===== config.mk =====
export PLATFORM = sky130hd
export DESIGN_NAME = sfe_front
export DESIGN_NICKNAME = d
export VERILOG_FILES = /design/src/rtl/sfe_pkg.sv /design/src/rtl/sfe_front.sv
export SDC_FILE = /design/constraint.sdc
export NUM_CORES = 1
export LEC_CHECK = 0
export ABC_AREA = 1
export BUFFER_PORTS_ARGS = -buffer_cell sky130_fd_sc_hd__buf_4
export CORE_AREA = 4 4 92 116
export CTS_CLUSTER_SIZE = 14
export DETAILED_ROUTE_END_ITERATION = 12
export DIE_AREA = 0 0 96 120
export GPL_ROUTABILITY_DRIVEN = 0
export PLACE_DENSITY_LB_ADDON = 0.15
export REMOVE_ABC_BUFFERS = 1
export SYNTH_ARGS = -nofsm -noshare
export SYNTH_HDL_FRONTEND = slang
export SYNTH_SLANG_ARGS = --single-unit

===== constraint.sdc =====
create_clock -name i_clk -period 3.2 [get_ports i_clk]
set_clock_uncertainty 0.1 [all_clocks]
set_input_delay 0.32 -clock i_clk [delete_from_list [all_inputs] [get_ports i_clk]]
set_output_delay 0.32 -clock i_clk [all_outputs]
set_load 0.1 [all_outputs]

===== src/rtl/sfe_pkg.sv =====
`default_nettype none
// ============================================================================
// sfe_pkg: shared types and constants of the framebuffer engine
// Word layouts, command and operation codes, default geometry.
// ============================================================================
package sfe_pkg;

    // default geometry
    localparam int FRAME_HEIGHT_DEF = 64;
    localparam int FRAME_WIDTH_DEF  = 128;
    localparam int SHIFT_STEP_DEF   = 4;

    // fixed sizes
    localparam int SPRITE_WIDE = 16;
    localparam int HALF_WIDE   = 64;
    localparam int ROW_SPAN    = 2 * HALF_WIDE;
    localparam int ROW_BITS    = 9;
    localparam int QUEUE_DEPTH = 2;

    // command codes on the input word
    localparam logic [2:0] CMD_SCROLL_DOWN  = 3'd0;
    localparam logic [2:0] CMD_SCROLL_RIGHT = 3'd1;
    localparam logic [2:0] CMD_SCROLL_LEFT  = 3'd2;
    localparam logic [2:0] CMD_SPRITE       = 3'd3;
    localparam logic [2:0] CMD_READ         = 3'd4;

    // operation codes handed from front to back
    localparam logic [2:0] OP_NOP    = 3'd0;
    localparam logic [2:0] OP_DOWN   = 3'd1;
    localparam logic [2:0] OP_RIGHT  = 3'd2;
    localparam logic [2:0] OP_LEFT   = 3'd3;
    localparam logic [2:0] OP_SPRITE = 3'd4;
    localparam logic [2:0] OP_READ   = 3'd5;

    typedef struct packed {
        logic [2:0]  command;
        logic [3:0]  scroll_rows;
        logic [7:0]  pos_x;
        logic [7:0]  pos_y;
        logic [15:0] sprite_bits;
        logic [3:0]  sprite_row;
        logic [5:0]  read_line;
        logic        read_half;
    } t_in_word;

    typedef struct packed {
        logic        collision;
        logic [63:0] pixel_data;
    } t_out_word;

    // classified command
    typedef struct packed {
        logic [2:0]  op;
        logic [3:0]  scroll_rows;
        logic [7:0]  pos_x;
        logic [15:0] sprite_bits;
        logic [8:0]  row;
        logic        row_ok;
        logic        clear_hit;
        logic        read_half;
    } t_task;

endpackage
`default_nettype wire


===== src/rtl/sfe_front.sv =====
`default_nettype none
// ============================================================================
// sfe_front: command intake
// Decodes each input word into a task and holds it in a short queue.
// ============================================================================
module sfe_front #(
    parameter int FRAME_HEIGHT = sfe_pkg::FRAME_HEIGHT_DEF
) (
    input  wire logic             i_clk,
    input  wire logic             i_rst_n,
    input  wire logic             push,
    output logic                  full,
    input  wire sfe_pkg::t_in_word i_in_word,
    output sfe_pkg::t_task        o_task,
    output logic                  o_task_valid,
    input  wire logic             i_task_take
);

    localparam int RB = sfe_pkg::ROW_BITS;
    localparam int QD = sfe_pkg::QUEUE_DEPTH;
    localparam int PW = (QD > 1) ? $clog2(QD) : 1;
    localparam int CW = $clog2(QD + 1);

    sfe_pkg::t_task   cls;
    logic [RB-1:0]    draw_row;
    sfe_pkg::t_task   r_slot [QD];
    logic [PW-1:0]    r_wr_ptr, n_wr_ptr;
    logic [PW-1:0]    r_rd_ptr, n_rd_ptr;
    logic [CW-1:0]    r_count, n_count;
    logic             accept;

    // classify the incoming word
    always_comb begin
        draw_row        = RB'(i_in_word.pos_y) + RB'(i_in_word.sprite_row);
        cls             = '0;
        cls.scroll_rows = i_in_word.scroll_rows;
        cls.pos_x       = i_in_word.pos_x;
        cls.sprite_bits = i_in_word.sprite_bits;
        cls.read_half   = i_in_word.read_half;
        cls.clear_hit   = (i_in_word.sprite_row == 4'd0);
        cls.row         = draw_row;
        unique case (i_in_word.command)
            sfe_pkg::CMD_SCROLL_DOWN: begin
                cls.op = (i_in_word.scroll_rows == 4'd0) ? sfe_pkg::OP_NOP : sfe_pkg::OP_DOWN;
            end
            sfe_pkg::CMD_SCROLL_RIGHT: cls.op = sfe_pkg::OP_RIGHT;
            sfe_pkg::CMD_SCROLL_LEFT:  cls.op = sfe_pkg::OP_LEFT;
            sfe_pkg::CMD_SPRITE:       cls.op = sfe_pkg::OP_SPRITE;
            sfe_pkg::CMD_READ: begin
                cls.op  = sfe_pkg::OP_READ;
                cls.row = RB'(i_in_word.read_line);
            end
            default:                   cls.op = sfe_pkg::OP_NOP;
        endcase
        cls.row_ok = (cls.row < RB'(FRAME_HEIGHT));
    end

    assign full         = (r_count == CW'(QD));
    assign accept       = push && !full;
    assign o_task_valid = (r_count != '0);
    assign o_task       = r_slot[r_rd_ptr];

    // advance pointers and fill count
    always_comb begin
        n_wr_ptr = r_wr_ptr;
        n_rd_ptr = r_rd_ptr;
        n_count  = r_count;
        if (accept) begin
            n_wr_ptr = (r_wr_ptr == PW'(QD - 1)) ? '0 : r_wr_ptr + 1'b1;
        end
        if (i_task_take) begin
            n_rd_ptr = (r_rd_ptr == PW'(QD - 1)) ? '0 : r_rd_ptr + 1'b1;
        end
        unique case ({accept, i_task_take})
            2'b10:   n_count = r_count + 1'b1;
            2'b01:   n_count = r_count - 1'b1;
            default: n_count = r_count;
        endcase
    end

    always_ff @(posedge i_clk) begin
        if (!i_rst_n) begin
            r_wr_ptr <= '0;
            r_rd_ptr <= '0;
            r_count  <= '0;
        end else begin
            r_wr_ptr <= n_wr_ptr;
            r_rd_ptr <= n_rd_ptr;
            r_count  <= n_count;
        end
    end

    // hold the word in its slot
    always_ff @(posedge i_clk) begin
        if (accept) begin
            r_slot[r_wr_ptr] <= cls;
        end
    end

endmodule
`default_nettype wire


==> results of run 1 <==
-- power breakdown --
| group | switching [mW] | internal [mW] | total (mW) |
|---|---|---|---|
| Sequential | 0.0273 | 1.42 | 1.45 |
| Combinational | 0.678 | 0.221 | 0.899 |
| Clock | 0.399 | 0.597 | 0.996 |
| Total | 1.10 | 2.24 | 3.34 |
-- flip-flops by register name, summed over array words and instances, names as in the netlist, named ones only --
register,flops
r_slot,86
r_count,2
r_rd_ptr,1
r_wr_ptr,1
-- through the flow --
| step | worst slack, ns | util [%] | total power [mW] | cells | area, um2 |
|---|---|---|---|---|---|
| floorplan | 0.360 | - | 2.16 | 236 | 3710 |
| global placement | 1.20 | 48.6 | 2.37 | 464 | 4650 |
| detailed placement | 1.17 | 48.6 | 2.38 | 464 | 4650 |
| CTS | 0.816 | 51.6 | 3.39 | 479 | 4930 |
| global route | 0.783 | 51.6 | 3.49 | 479 | 4930 |
| finish | 0.886 | 51.6 | 3.34 | 479 | 4930 |
-- path summary, 6_finish.rpt --
kind,startpoint,to,slack (ns),cells past startpoint
hold reg to reg,r_rd_ptr,flop,0.39,2
hold / removal,i_in_word[22],r_slot[1][23],0.07,1
setup / recovery,flop,o_task[8],0.89,3
setup reg to reg,r_count[1],r_count[1],1.52,7
-- critical path, stage by stage, from the launching register on --
cell	delay, ns
dfxtp_2	0.62
buf_4	0.32
mux2_2	0.38
buf_4	0.24
-- layout by cell type, fill, tap and decap left out, drive strengths merged --
| cell type | synthesis | layout |
|---|---|---|
| buf | 5 | 102 |
| edfxtp | 86 | 86 |
| mux2 | 43 | 43 |
| nand2 | 32 | 32 |
| inv | 15 | 15 |
| nor2 | 14 | 14 |
| clkbuf | 0 | 10 |
| o21ai | 9 | 9 |
| a21oi | 7 | 7 |
| nand3 | 7 | 7 |
| ha | 5 | 5 |
| dfxtp | 5 | 5 |
| clkinv | 0 | 3 |
| nand4 | 2 | 2 |
| nand3b | 2 | 2 |
| o21a | 1 | 1 |
| o31ai | 1 | 1 |
| or2 | 1 | 1 |
| and2 | 1 | 1 |
| xor2 | 1 | 1 |
| xnor2 | 1 | 1 |
| nor3 | 1 | 1 |
| nor4 | 1 | 1 |
| fa | 1 | 1 |
| clkinvlp | 0 | 1 |
| bufinv | 0 | 1 |
-- cells by family (layout without fill, tap and decap cells) --
group | Yosys count | count (layout) | share of synthesized area (%)
mux | 43 | 43 | 12.9
fa+ha+maj | 6 | 6 | 2.20
simple gates | 61 | 61 | 7.55
buf+inv | 20 | 132 | 2.83
xor+xnor | 2 | 2 | 0.466
flops | 91 | 91 | 71.3
compound gates | 18 | 18 | 2.73
-- per-layer routing --
layer  vias up  global-route usage (%)  routed length [um]
met4         0                    7.21                 178
met2        65                    21.7                3630
li1       1105                       -                   -
met3        12                    3.76                 470
met1      1043                    13.1                2630
met5         -                       0                   0
-- synthesized netlist by cell type (all sizes together) --
library cell,count
nor4,1
nor2,14
o21a,1
nand3,7
edfxtp,86
xor2,1
a21oi,7
mux2,43
nor3,1
nand2,32
nand3b,2
or2,1
nand4,2
ha,5
o31ai,1
inv,15
xnor2,1
buf,5
o21ai,9
dfxtp,5
fa,1
and2,1
-- final cells by class --
| cell class | count | area [um2] | share of cell area (%) |
|---|---|---|---|
| clock buffers | 10 | 229 | 4.64 |
| inverters | 15 | 56.3 | 1.14 |
| flip-flops and latches | 91 | 2680 | 54.4 |
| clock inverters | 5 | 55.1 | 1.12 |
| well taps | 126 | 158 | 3.20 |
| repair buffers | 102 | 766 | 15.5 |
| multi-input cells | 130 | 986 | 20.0 |
==> results.sh, run 1 <==
export IMPL_status="completed"
export IMPL_port_buffers=98
export IMPL_grt_pass1_vias=2236
export IMPL_ios=99
export IMPL_period_share_pct=72.3
export IMPL_cp_required_ns=2.78
export IMPL_syn_inst=241
export IMPL_crit_arrival_ns=1.89
export IMPL_slew_headroom_pct=59.6
export IMPL_wire_per_inst_um=14.4
export IMPL_hold_violations=0
export IMPL_critPathLaunchType="flop"
export IMPL_first_iter_violations=102
export IMPL_layout_drive_gt1_share_pct=48.4
export IMPL_fin_tns_setup_ns=0
export IMPL_fin_hold_ws_ns=0.0701
export IMPL_initial_utilization_pct=39.3
export IMPL_synth_cell_types=28
export IMPL_dieArea_um2=11500
export IMPL_min_path_type="in2reg"
export IMPL_synth_area_um2=3760
export IMPL_core_um2=9560
export IMPL_die_width_um=96
export IMPL_cts_buffers=9
export IMPL_overflow=0
export IMPL_nets=409
export IMPL_h_tree_depth=3
export IMPL_post_cts_resized=0
export IMPL_postCtsSetupBuffers=0
export IMPL_path_class="reg2out"
export IMPL_yosysTopAreaCell="edfxtp_1"
export IMPL_period_needed_ns=2.31
export IMPL_worst_slew_pin_slew_ns=0.606
export IMPL_peakVddDrop_mv=0.271
export IMPL_area_growth_syn_to_layout_pct=31.2
export IMPL_crit_path_end_kind="output port"
export IMPL_ys_ff_latch=91
export IMPL_p_leak_nw=1.95
export IMPL_ys_warn_count=0
export IMPL_grt_pass1_wl_um=10700
export IMPL_ys_seq_area_share_pct=71.3
export IMPL_grtUsageTotal_pct=12.5
export IMPL_num_rows=40
export IMPL_cts_tree="built"
export IMPL_grt_setup_unrepaired="no"
export IMPL_drtPass1Iterations=4
export IMPL_crit_fanout=17
export IMPL_cellPowerDensity_nw_per_um2=677
export IMPL_cts_sinks=91
export IMPL_vias_per_cell=4.65
export IMPL_grt_max_degree=44
export IMPL_die_h_um=120
export IMPL_num_antenna_cells=0
export IMPL_vias=2225
export IMPL_clock_latency_ns=0.32
export IMPL_cts_hold_buf=0
export IMPL_drcViolationCount=0
export IMPL_wirelength_um=6900
export IMPL_cts_buffer_depth=2
export IMPL_cap_violations=0
export IMPL_fillers=846
export IMPL_clockRootBuffer="clkbuf_16"
export IMPL_dpl_hpwl_um=4740
export IMPL_setup_viol_count_final=0
export IMPL_clk_pin_slew_worst_paths_ns=0.06
export IMPL_synth_area_leaders="edfxtp_1, mux2_2, nand2_1"
export IMPL_report_final_slew_viol_count=0
export IMPL_detail_route_antenna_nets=0
export IMPL_antenna_found_initial=0
export IMPL_avgSynthCellArea_um2=15.6
export IMPL_synth_top_cell_area_share_pct=68.7
export IMPL_fmax_mhz=432
Note: power is estimated with default switching activity, not from simulation.
==> inputs of run 2 (changes only) <==
clock period = 2 ns   (was 3.2 ns; I/O delays follow)
==> results.sh, run 2 (synthesized netlist as in run 1, its figures left out) <==
export IMPL_period_needed_ns=1.85
export IMPL_num_antenna_cells=0
export IMPL_crit_slowest_cell="mux2_2"
export IMPL_num_rows=40
export IMPL_dpl_cell_count=465
export IMPL_crit_arrival_ns=1.55
export IMPL_wirelength_um=6950
export IMPL_detail_route_antenna_nets=0
export IMPL_cts_tree="built"
export IMPL_worst_path_most_repeated_cell="buf_4"
export IMPL_vias_per_cell=4.57
export IMPL_setup_viol_count_final=0
export IMPL_min_path_type="in2reg"
export IMPL_max_flop_register="r_slot"
export IMPL_largest_reg_flops=86
export IMPL_core_um2=9560
export IMPL_cap_violations=0
export IMPL_crit_fanout=16
export IMPL_final_cell_mix="buf_4, edfxtp_1, mux2_2, nand2_1, dlygate4sd3_1"
export IMPL_path_class="reg2out"
export IMPL_grtUsageTotal_pct=12.8
export IMPL_critPathLaunchType="flop"
export IMPL_initial_utilization_pct=39.3
export IMPL_die_h_um=120
export IMPL_grt_pass1_vias=2452
export IMPL_first_iter_violations=34
export IMPL_cts_buffers=9
export IMPL_cellPowerDensity_nw_per_um2=1030
export IMPL_path_delay_family="buffers and inverters"
export IMPL_p_leak_nw=2.08
export IMPL_h_tree_depth=3
export IMPL_hold_violations=0
export IMPL_final_setup_worst_slack_ns=0.147
export IMPL_slew_headroom_pct=74.8
export IMPL_worstPathCellList="buf_4 > mux2_2 > buf_4"
export IMPL_antenna_found_initial=0
export IMPL_grt_max_degree=44
export IMPL_dieArea_um2=11500
export IMPL_overflow=0
export IMPL_clk_pin_slew_worst_paths_ns=0.06
export IMPL_die_width_um=96
export IMPL_report_final_slew_viol_count=0
export IMPL_crit_path_end_kind="output port"
export IMPL_fmax_mhz=540
export IMPL_worst_path_buf_inv=2
export IMPL_cts_buffer_depth=2
export IMPL_nets=439
export IMPL_grt_setup_unrepaired="no"
export IMPL_status="completed"
export IMPL_period_share_pct=92.7
export IMPL_vias=2330
export IMPL_clockRootBuffer="clkbuf_16"
export IMPL_place_ws_ns=0.0797
export IMPL_drcViolationCount=0
export IMPL_finalNonFillerCells=510
export IMPL_wire_per_inst_um=13.6
export IMPL_cp_required_ns=1.70
export IMPL_ios=99
export IMPL_layout_commonest_cell="buf_4"
export IMPL_biggestRegsByFlops="r_slot x86, r_count x2"
export IMPL_cts_sinks=91
export IMPL_port_buffers=98
export IMPL_dpl_hpwl_um=4890
export IMPL_worst_slew_pin_slew_ns=0.374
export IMPL_grt_pass1_wl_um=11100
export IMPL_cp_slowest_stage_delay_ns=0.38
export IMPL_clock_latency_ns=0.33
export IMPL_drtPass1Iterations=4
export IMPL_area_growth_syn_to_layout_pct=39.9
export IMPL_peakVddDrop_mv=0.441
export IMPL_layout_drive_gt1_share_pct=44.5
## run 2: power by group
group | switching (mW) | internal, mW
sequential | 0.0336 | 2.27
clock | 0.627 | 0.961
combinational | 1.10 | 0.403
total | 1.76 | 3.63
## run 2: path summary, 6_finish.rpt
path                                  start         end  slack (ns)  depth (start not counted)
worst min register to register     r_rd_ptr        flop        0.41                          2
worst min-delay path            i_task_take        flop        0.03                          3
worst max register to register   r_count[1]  r_count[1]        0.33                          7
worst max-delay path                   flop   o_task[8]        0.15                          3
## run 2: tightest hold or removal path: cells and delay by family
kind,cells,cell delay [ns]
buffers and inverters,1,0.10
AND/OR/NAND/NOR,2,0.13
## run 2: cell type report
class,count,area (um2)
multi-input cells,130,986
fillers,816,4300
clock inverters,5,53.8
well taps,126,158
inverters,15,56.3
flip-flops and latches,91,2680
clock buffers,11,233
repair buffers,132,1090
## run 2: per-stage QoR
| stage | setup TNS (ns) | power (mW) | hold WS, ns | cell area [um2] | utilization [%] |
|---|---|---|---|---|---|
| 5_1_grt | 0 | 5.64 | 0.0442 | 5260 | 55.0 |
| 3_3_place_gp | 0 | 3.81 | 0.285 | 4680 | 49.0 |
| 3_5_place_dp | 0 | 3.82 | 0.289 | 4680 | 49.0 |
| 4_1_cts | 0 | 5.48 | 0.0176 | 5260 | 55.0 |
| 2_1_floorplan | -80.51 | 3.45 | 0.199 | 3710 | - |
| 6_report | 0 | 5.40 | 0.0297 | 5260 | 55.0 |
## run 2: metal layers
layer  global-route usage [%]  vias up  share of wire (%)
met5                        0        -                  0
met4                     7.47        0                2.7
met3                     2.51       11                5.4
met2                     22.6       58                 54
met1                     13.7     1096                 38
li1                         -     1165                  -
## run 2: timing repair
| item | in CTS | in global routing |
|---|---|---|
| hold buffers | 29 | 0 |
| gates resized for setup | 0 | 0 |
| endpoints found under the hold margin | 58 | 0 |
| buffers inserted | 0 | 0 |
==> inputs of run 3 (changes only) <==
CORE_AREA = 4 4 98 123   (was 4 4 92 116)
DIE_AREA = 0 0 102 127   (was 0 0 96 120)
==> results.sh, run 3 (synthesized netlist as in run 1, its figures left out) <==
export IMPL_report_final_slew_viol_count=0
export IMPL_clock_latency_ns=0.33
export IMPL_h_tree_depth=3
export IMPL_pwr_share_clk_pct=29.1
export IMPL_postCtsSetupBuffers=0
export IMPL_cellPowerDensity_nw_per_um2=1020
export IMPL_antenna_found_initial=0
export IMPL_ios=99
export IMPL_cts_buffers=9
export IMPL_vias=2356
export IMPL_fmax_mhz=539
export IMPL_num_rows=43
export IMPL_clockRootBuffer="clkbuf_16"
export IMPL_period_needed_ns=1.86
export IMPL_hold_violations=0
export IMPL_worst_slew_pin_slew_ns=0.398
export IMPL_place_area_um2=4680
export IMPL_met3_usage_pct=2.95
export IMPL_path_class="reg2out"
export IMPL_cts_hold_buf=29
export IMPL_overflow=0
export IMPL_die_width_um=102
export IMPL_largest_reg_flops=86
export IMPL_final_setup_worst_slack_ns=0.143
export IMPL_drtPass1Iterations=4
export IMPL_path_delay_family="buffers and inverters"
export IMPL_place_ws_ns=0.0832
export IMPL_grt_setup_unrepaired="no"
export IMPL_use_met2_pct=20.2
export IMPL_fillers=1025
export IMPL_nets=439
export IMPL_final_cell_mix="buf_4, edfxtp_1, mux2_2, nand2_1, dlygate4sd3_1"
export IMPL_multi_input_area_um2=986
export IMPL_max_flop_register="r_slot"
export IMPL_grt_pass1_vias=2463
export IMPL_core_um2=11000
export IMPL_crit_arrival_ns=1.56
export IMPL_dpl_hpwl_um=4900
export IMPL_detail_route_antenna_nets=0
export IMPL_slew_headroom_pct=73.2
export IMPL_worstPathCellList="buf_12 > mux2_2 > buf_4"
export IMPL_crit_fanout=43
export IMPL_cp_slowest_stage_delay_ns=0.38
export IMPL_grt_max_degree=44
export IMPL_utilization_pct=47.9
export IMPL_p_leak_nw=2.08
export IMPL_biggestRegsByFlops="r_slot x86, r_count x2"
export IMPL_wire_per_inst_um=13.7
export IMPL_first_iter_violations=55
export IMPL_period_share_pct=92.8
export IMPL_grtUsageTotal_pct=11.4
export IMPL_post_cts_resized=0
export IMPL_dieArea_um2=13000
export IMPL_busiest_layer="met2"
export IMPL_grt_pass1_wl_um=11300
export IMPL_setup_viol_count_final=0
export IMPL_cp_required_ns=1.70
export IMPL_cap_violations=0
export IMPL_die_h_um=127
export IMPL_num_antenna_cells=0
export IMPL_worst_path_buf_inv=2
export IMPL_initial_utilization_pct=34.3
export IMPL_seqPwrFrac_pct=42.9
export IMPL_layout_drive_gt1_share_pct=44.8
export IMPL_power_net_switching_mw=1.75
export IMPL_status="completed"
export IMPL_seqCellArea_um2=2680
export IMPL_crit_path_end_kind="output port"
export IMPL_min_path_type="in2reg"
export IMPL_layout_commonest_cell="buf_4"
export IMPL_cell_internal_pwr_mw=3.61
export IMPL_reg2reg_slack_ns=0.36
export IMPL_p_sw_share_pct=32.6
export IMPL_cts_buffer_depth=2
export IMPL_drcViolationCount=0
export IMPL_postLayoutCellArea_um2=5260
export IMPL_wirelength_um=7100
export IMPL_peakVddDrop_mv=0.395
export IMPL_vias_per_cell=4.54
export IMPL_clk_pin_slew_worst_paths_ns=0.06
export IMPL_use_met1_pct=12.2
export IMPL_critPathLaunchType="flop"
export IMPL_area_growth_syn_to_layout_pct=39.8
export IMPL_cts_sinks=91
export IMPL_cts_tree="built"
export IMPL_crit_slowest_cell="mux2_2"
export IMPL_pwr_share_comb_pct=28.0
export IMPL_port_buffers=98
run 3: cell count changes in the layout (fill, tap and decap cells not counted):
cell        delta
bufinv_16      -1
clkbuf_16      +1
clkinv_1       -2
clkinv_2       +2
buf_12         -1
clkinv_4       -1
clkbuf_8       +1
clkbuf_1       +1
buf_4          +1
clkinvlp_4     -1
run 3: worst paths after layout:
path / start / endpoint / cells after the start
setup / recovery: flop / o_task[13] / 3
hold / removal: i_task_take / flop / 3
setup reg to reg: r_count[1] / r_count[1] / 7
hold reg to reg: r_rd_ptr / flop / 2
run 3: final cells by class:
type / instances / area share [%]
inverters: 15 / 1.07
repair buffers: 132 / 20.5
clock inverters: 2 / 0.190
clock buffers: 14 / 5.24
multi-input cells: 130 / 18.8
well taps: 135 / 3.21
flip-flops and latches: 91 / 51.1
run 3: worst register-to-register path: cells and delay by family, from the launching register on:
kind,cells,cell delay [ns]
compound gates,5,0.73
buf+inv,1,0.08
flops,1,0.30
fa+ha+maj,1,0.32
run 3: power groups by stage:
stage	Combinational [mW]	Sequential, mW	Clock, mW
4_1_cts	1.52	2.30	1.64
2_1_floorplan	1.10	2.36	0
3_3_place_gp	1.47	2.34	0
6_report	1.50	2.30	1.56
3_5_place_dp	1.48	2.34	0
5_1_grt	1.58	2.32	1.71
run 3: routing by layer:
metal / vias to the layer above / wire length, um
met3: 10 / 447
li1: 1160 / -
met5: - / 0
met1: 1122 / 2660
met4: 0 / 129
met2: 64 / 3860
run 3: metrics by stage:
step / hold slack, ns / instances / power (mW) / setup TNS, ns
finish: 0.0258 / 519 / 5.37 / 0
global route: 0.0340 / 519 / 5.60 / 0
CTS: 0.00750 / 519 / 5.47 / 0
detailed placement: 0.289 / 474 / 3.82 / 0
global placement: 0.286 / 474 / 3.81 / 0
floorplan: 0.199 / 236 / 3.45 / -80.51
